### config.mk
export PLATFORM = sky130hd
export DESIGN_NAME = e2q_queue
export DESIGN_NICKNAME = d
export VERILOG_FILES = /design/src/hdl/euler_to_quaternion_defines.svh /design/src/hdl/e2q_pkg.sv /design/src/hdl/e2q_queue.sv
export SDC_FILE = /design/constraint.sdc
export NUM_CORES = 1
export LEC_CHECK = 0
export BUFFER_PORTS_ARGS = -buffer_cell sky130_fd_sc_hd__buf_2
export CAP_MARGIN = 5
export CORE_UTILIZATION = 35
export DETAILED_ROUTE_END_ITERATION = 10
export HOLD_SLACK_MARGIN = 0.06
export PLACE_DENSITY = 0.59
export SYNTH_ARGS = -nofsm -noshare
export SYNTH_HDL_FRONTEND = slang
export SYNTH_SLANG_ARGS = --single-unit
export TNS_END_PERCENT = 1
### constraint.sdc
create_clock -name clk_i -period 4.9 [get_ports clk_i]
set_input_delay 0 -clock clk_i [delete_from_list [all_inputs] [get_ports clk_i]]
set_output_delay 0 -clock clk_i [all_outputs]
set_load 0.05 [all_outputs]
### src/hdl/euler_to_quaternion_defines.svh
// Assertion macros shared by the euler_to_quaternion RTL.
`ifndef EULER_TO_QUATERNION_DEFINES_SVH
`define EULER_TO_QUATERNION_DEFINES_SVH

// Consequent holds in the same cycle as the antecedent.
`define E2Q_ASSERT_SAME(label, ante, cons, msg) \
  label: assert property (@(posedge clk_i) disable iff (!rst_ni) (ante) |-> (cons)) \
    else $error(msg);

// Consequent holds in the cycle after the antecedent.
`define E2Q_ASSERT_NEXT(label, ante, cons, msg) \
  label: assert property (@(posedge clk_i) disable iff (!rst_ni) (ante) |=> (cons)) \
    else $error(msg);

`endif

### src/hdl/e2q_pkg.sv
// Shared types, constants and tables of the Euler angle to quaternion converter.
package e2q_pkg;

  localparam int unsigned ANGLE_BITS_DEF = 16;
  localparam int unsigned FRAC_BITS_DEF  = 16;
  localparam int unsigned WORK_FRAC      = 30;
  localparam int unsigned CORDIC_STEPS   = 30;
  localparam int unsigned CW             = 34;  // CORDIC datapath width
  localparam int unsigned PW             = 32;  // sine, cosine and product width
  localparam int unsigned QW             = 33;  // unnormalized component width
  localparam int unsigned ORDER_BITS     = 3;
  localparam int unsigned QUEUE_DEPTH    = 4;

  localparam logic signed [CW-1:0] CORDIC_X0 = CW'(652032874);

  typedef enum logic [ORDER_BITS-1:0] {
    ORD_XYZ = 3'd0,
    ORD_YXZ = 3'd1,
    ORD_ZXY = 3'd2,
    ORD_ZYX = 3'd3,
    ORD_YZX = 3'd4,
    ORD_XZY = 3'd5
  } order_e;

  typedef struct packed {
    logic signed [QW-1:0] x;
    logic signed [QW-1:0] y;
    logic signed [QW-1:0] z;
    logic signed [QW-1:0] w;
  } quat_t;

  typedef struct packed {
    logic full;
    logic empty;
  } queue_stat_t;

  // atan(2^-i) with pi at 2^31
  function automatic logic signed [CW-1:0] atan_entry(input int i);
    logic signed [CW-1:0] r;
    case (i)
      0:  r = CW'(536870912);
      1:  r = CW'(316933406);
      2:  r = CW'(167458907);
      3:  r = CW'(85004756);
      4:  r = CW'(42667331);
      5:  r = CW'(21354465);
      6:  r = CW'(10680862);
      7:  r = CW'(5340245);
      8:  r = CW'(2670163);
      9:  r = CW'(1335087);
      10: r = CW'(667544);
      11: r = CW'(333772);
      12: r = CW'(166886);
      13: r = CW'(83443);
      14: r = CW'(41722);
      15: r = CW'(20861);
      16: r = CW'(10430);
      17: r = CW'(5215);
      18: r = CW'(2608);
      19: r = CW'(1304);
      20: r = CW'(652);
      21: r = CW'(326);
      22: r = CW'(163);
      23: r = CW'(81);
      24: r = CW'(41);
      25: r = CW'(20);
      26: r = CW'(10);
      27: r = CW'(5);
      28: r = CW'(3);
      29: r = CW'(1);
      default: r = '0;
    endcase
    return r;
  endfunction

  // Negate flags of the second term, {x, y, z, w}
  function automatic logic [3:0] order_neg(input logic [ORDER_BITS-1:0] code);
    logic [3:0] r;
    case (order_e'(code))
      ORD_XYZ: r = 4'b0101;
      ORD_YXZ: r = 4'b0110;
      ORD_ZXY: r = 4'b1001;
      ORD_ZYX: r = 4'b1010;
      ORD_YZX: r = 4'b0011;
      ORD_XZY: r = 4'b1100;
      default: r = 4'b0101;
    endcase
    return r;
  endfunction

endpackage

### src/hdl/e2q_queue.sv
// Short queue of unnormalized quaternions between front and back pipelines.
module e2q_queue (
  input  logic                 clk_i,
  input  logic                 rst_ni,
  input  logic                 push_i,
  input  e2q_pkg::quat_t       data_i,
  input  logic                 pop_i,
  output e2q_pkg::quat_t       data_o,
  output e2q_pkg::queue_stat_t stat_o
);

  localparam int unsigned DEPTH = e2q_pkg::QUEUE_DEPTH;
  localparam int unsigned AW    = $clog2(DEPTH);
  localparam int unsigned CNTW  = AW + 1;

  e2q_pkg::quat_t  mem_q [DEPTH];
  logic [AW-1:0]   wr_q, rd_q;
  logic [CNTW-1:0] cnt_q;

  // Store pushed entry
  always_ff @(posedge clk_i) begin
    if (push_i) begin
      mem_q[wr_q] <= data_i;
    end
  end

  // Move pointers and fill count
  always_ff @(posedge clk_i or negedge rst_ni) begin
    if (!rst_ni) begin
      wr_q  <= '0;
      rd_q  <= '0;
      cnt_q <= '0;
    end else begin
      if (push_i) begin
        wr_q <= wr_q + AW'(1);
      end
      if (pop_i) begin
        rd_q <= rd_q + AW'(1);
      end
      if (push_i && !pop_i) begin
        cnt_q <= cnt_q + CNTW'(1);
      end else if (pop_i && !push_i) begin
        cnt_q <= cnt_q - CNTW'(1);
      end
    end
  end

  assign data_o       = mem_q[rd_q];
  assign stat_o.full  = (cnt_q == CNTW'(DEPTH));
  assign stat_o.empty = (cnt_q == '0);

endmodule

==> reports/qor.json <==
{
  "grt_antenna_before_repair": {"value": 3},
  "detailed_routing_iteration_count_for_the_pre_antenna_repair_pass": {"value": 4},
  "final_cells": {"value": 1955},
  "routed_wl": {"value": 39420, "unit": "um"},
  "die_w": {"value": 237.5, "unit": "um"},
  "timing.critical_path.arrival": {"value": 2920, "unit": "ps"},
  "grt_util_all_layers": {"value": 0.1407},
  "crit_slowest_cell": {"value": "dfrtp_4"},
  "cellInternalPower": {"value": 0.01035, "unit": "W"},
  "grt_use_met2": {"value": 0.2302},
  "reg2reg_depth": {"value": 4},
  "post_synth_num_cell_types": {"value": 19},
  "fin_crit_sh": {"value": 0.5965},
  "synth_top_cell_by_area": {"value": "edfxtp_1"},
  "critical-path-max-stage-delay": {"value": 740, "unit": "ps"},
  "routabilityCongestion": {"value": 0.7027},
  "vias": {"value": 9104},
  "layout_cells_sized_above_1": {"value": 0.4156},
  "ys_seq_area_frac": {"value": 0.8257},
  "post_route_drc_violation_count": {"value": 0},
  "drt_iter0_markers": {"value": 422},
  "place.detailed.instances": {"value": 1716},
  "cts_sinks": {"value": 535},
  "fill_cells": {"value": 4571},
  "fin_tns_setup": {"value": 0, "unit": "ps"},
  "power_frac_seq": {"value": 0.379},
  "globalRouteOverflowTotal": {"value": 0},
  "rows": {"value": 85},
  "slew_viol_final": {"value": 0},
  "power.clock.fraction": {"value": 0.255},
  "synth_area_leaders": {"value": "edfxtp_1, mux4_2, dfrtp_1"},
  "power_switching_share": {"value": 0.3796},
  "max_freq": {"value": 0.3421, "unit": "GHz"},
  "max-vdd-ir-drop": {"value": 0.4435, "unit": "mV"},
  "power.total": {"value": 0.01669, "unit": "W"},
  "power_switching": {"value": 0.006336, "unit": "W"},
  "outcome": {"value": "complete, no violations"},
  "setup_repair_after_global_routing_missed_its_margin": {"value": "false"},
  "drt.antenna.violating_nets": {"value": 0},
  "clk_transition_reported_paths": {"value": 60, "unit": "ps"},
  "cts_tree": {"value": "done"},
  "timing.hold.worst.class": {"value": "in -> reg"},
  "postSynthRegisterBits": {"value": 535},
  "cellLeakagePower": {"value": 8.505, "unit": "nW"},
  "min_period": {"value": 2923, "unit": "ps"},
  "cp_num_cells": {"value": 3},
  "worst-endpoint-required": {"value": 4900, "unit": "ps"},
  "grt_first_pass_wirelength": {"value": 59690, "unit": "um"},
  "cts_hold_buffers": {"value": 136},
  "worst_setup_path_end_kind": {"value": "output port"},
  "critical-path-top-delay-family": {"value": "buffers and inverters"},
  "cts.htree.levels": {"value": 2},
  "design.die.area": {"value": 56420, "unit": "um^2"},
  "comb_power_share": {"value": 0.366},
  "cells_along_the_critical_path": {"value": "buf_12 -> mux4_2 -> buf_2"},
  "area.growth.synth_to_final": {"value": 28.15, "unit": "%"},
  "postSynth.topFlopCell": {"value": "edfxtp_1"},
  "synthCells": {"value": 724},
  "grt-busiest-layer": {"value": "met2"},
  "kind_of_start_point_of_the_critical_path": {"value": "flop"},
  "synth.top_cell.area_share": {"value": 0.8167},
  "port_buffers": {"value": 269},
  "power.density_cell_area": {"value": 670.8, "unit": "nW/um^2"},
  "grt_util_met1": {"value": 0.1806},
  "maxCapViolations": {"value": 0},
  "setup_viol_count_final": {"value": 0},
  "synth.most_common_cell": {"value": "edfxtp_1"},
  "first_global_vias": {"value": 10020},
  "worst-path-buf-inv": {"value": 2},
  "deepest_clock_path_buffer_count": {"value": 3},
  "vias_per_cell": {"value": 4.657},
  "layout.nets": {"value": 1313},
  "timing.clock.skew": {"value": 19.14, "unit": "ps"},
  "largest_driver_fanout_on_the_critical_path": {"value": 89},
  "synth_commonest_cells": {"value": "edfxtp_1, mux4_2, buf_2"},
  "avgSynthCellArea": {"value": 26.82, "unit": "um^2"},
  "groute.layer.met3.usage": {"value": 0.04007},
  "floorplan.initialDensity": {"value": 0.3572},
  "cts_setup_buffers": {"value": 0},
  "ctsResizeCount": {"value": 0},
  "avgRoutedWirePerCell": {"value": 20.17, "unit": "um"},
  "yosysWarningCount": {"value": 0},
  "io_pins": {"value": 270},
  "ctsRootBufferMaster": {"value": "clkbuf_16"},
  "insertion_delay_to_the_later_sink_of_the_worst_skew_pair": {"value": 600, "unit": "ps"},
  "tightestPinTransition": {"value": 978.9, "unit": "ps"},
  "share_of_flip_flops_with_an_asynchronous_set_or_reset_after_synthesis": {"value": 0.01308},
  "dieHeight": {"value": 237.5, "unit": "um"},
  "detailed_place_hpwl": {"value": 21990, "unit": "um"},
  "core-area": {"value": 54350, "unit": "um^2"},
  "final_hold_violation_count": {"value": 0},
  "synth_area": {"value": 19410, "unit": "um^2"},
  "synth_edf_count": {"value": 528},
  "hold_path_depth": {"value": 2},
  "path_class": {"value": "reg -> out"},
  "grt_max_degree": {"value": 90},
  "total_cts_buffers": {"value": 56},
  "slew_headroom": {"value": 0.3474},
  "synthesis.nets": {"value": 866}
}
==> cell usage in the layout (no fill, tap or decap), types with 3 or more instances in the layout <==
master           n
and2_4           4
inv_6            3
clkinvlp_4       3
clkbuf_16       57
ha_1             5
dlygate4sd3_1  136
xor2_1           4
bufinv_16        8
clkbuf_1         8
clkinv_2        10
mux4_2         132
edfxtp_1       528
buf_2          269
buf_12           4
inv_1            4
buf_4           10
clkinv_1        11
dfrtp_1          5
==> final timing paths <==
path                                      to  slack, ps       start
max in group asynchronous            rd_q[0]       4130      rst_ni
min in group asynchronous           cnt_q[2]        430      rst_ni
worst max register to register  mem_q[2][83]       2530     wr_q[0]
worst min register to register      cnt_q[2]        500    cnt_q[2]
worst max-delay path              data_o[12]       1980     rd_q[0]
worst min-delay path            mem_q[1][55]        150  data_i[55]
==> area by class of cell <==
type,instances,area (um^2),share of cell area
diodes,1,2.502,0.0001006
clock buffers,65,1456,0.05854
clock inverters,37,397.9,0.01599
inverters,4,15.01,0.0006035
multi-input cells,155,3183,0.1279
flip-flops and latches,535,16040,0.6446
well taps,739,924.6,0.03716
repair buffers,419,2863,0.1151
==> worst register-to-register path, stage by stage (launching register included) <==
cell	delay, ps
dfrtp_1	420
inv_1	100
ha_1	140
and2_4	650
buf_4	670
==> power by group through the flow <==
stage | Sequential, W | Combinational, W | Clock (W)
after CTS | 0.00635 | 0.00625 | 0.00439
after global routing | 0.00642 | 0.00644 | 0.00454
final | 0.00633 | 0.00612 | 0.00425
after global placement | 0.00640 | 0.00614 | 0
after floorplan | 0.00630 | 0.00489 | 0
after detailed placement | 0.00645 | 0.00614 | 0
==> flip-flops by register name (all words and copies together), names as in the netlist <==
signal,count
rd_q,2
cnt_q,3
wr_q,2
mem_q,528
==> logic make-up after synthesis <==
kind of cell,count (synthesis),synth area share
muxes,133,0.1537
AOI/OAI and AO/OA,1,0.0002575
and+or+nand+nor,9,0.002513
adders and majority gates,6,0.004253
buffers and inverters,34,0.01089
xor gates and xnor gates,6,0.002707
DFF,535,0.8257
==> layer usage <==
layer  vias to the layer above  part of all wire
li1                       4040                 -
met1                      4759              0.44
met2                       234              0.48
met3                        67             0.062
met4                         4             0.022
met5                         -           0.00071
==> through the flow <==
step	hold WS [ps]	cell area (um^2)	setup slack (ps)	util
2_1_floorplan	-295.6	19410	750.5	-
3_3_place_gp	-138.8	21660	2475	0.3986
3_5_place_dp	-136.5	21660	2458	0.3986
4_1_cts	101.8	24880	1808	0.4578
5_1_grt	129.1	24880	1724	0.4578
6_report	151.4	24880	1977	0.4578
(Power assumes the default switching activity.)
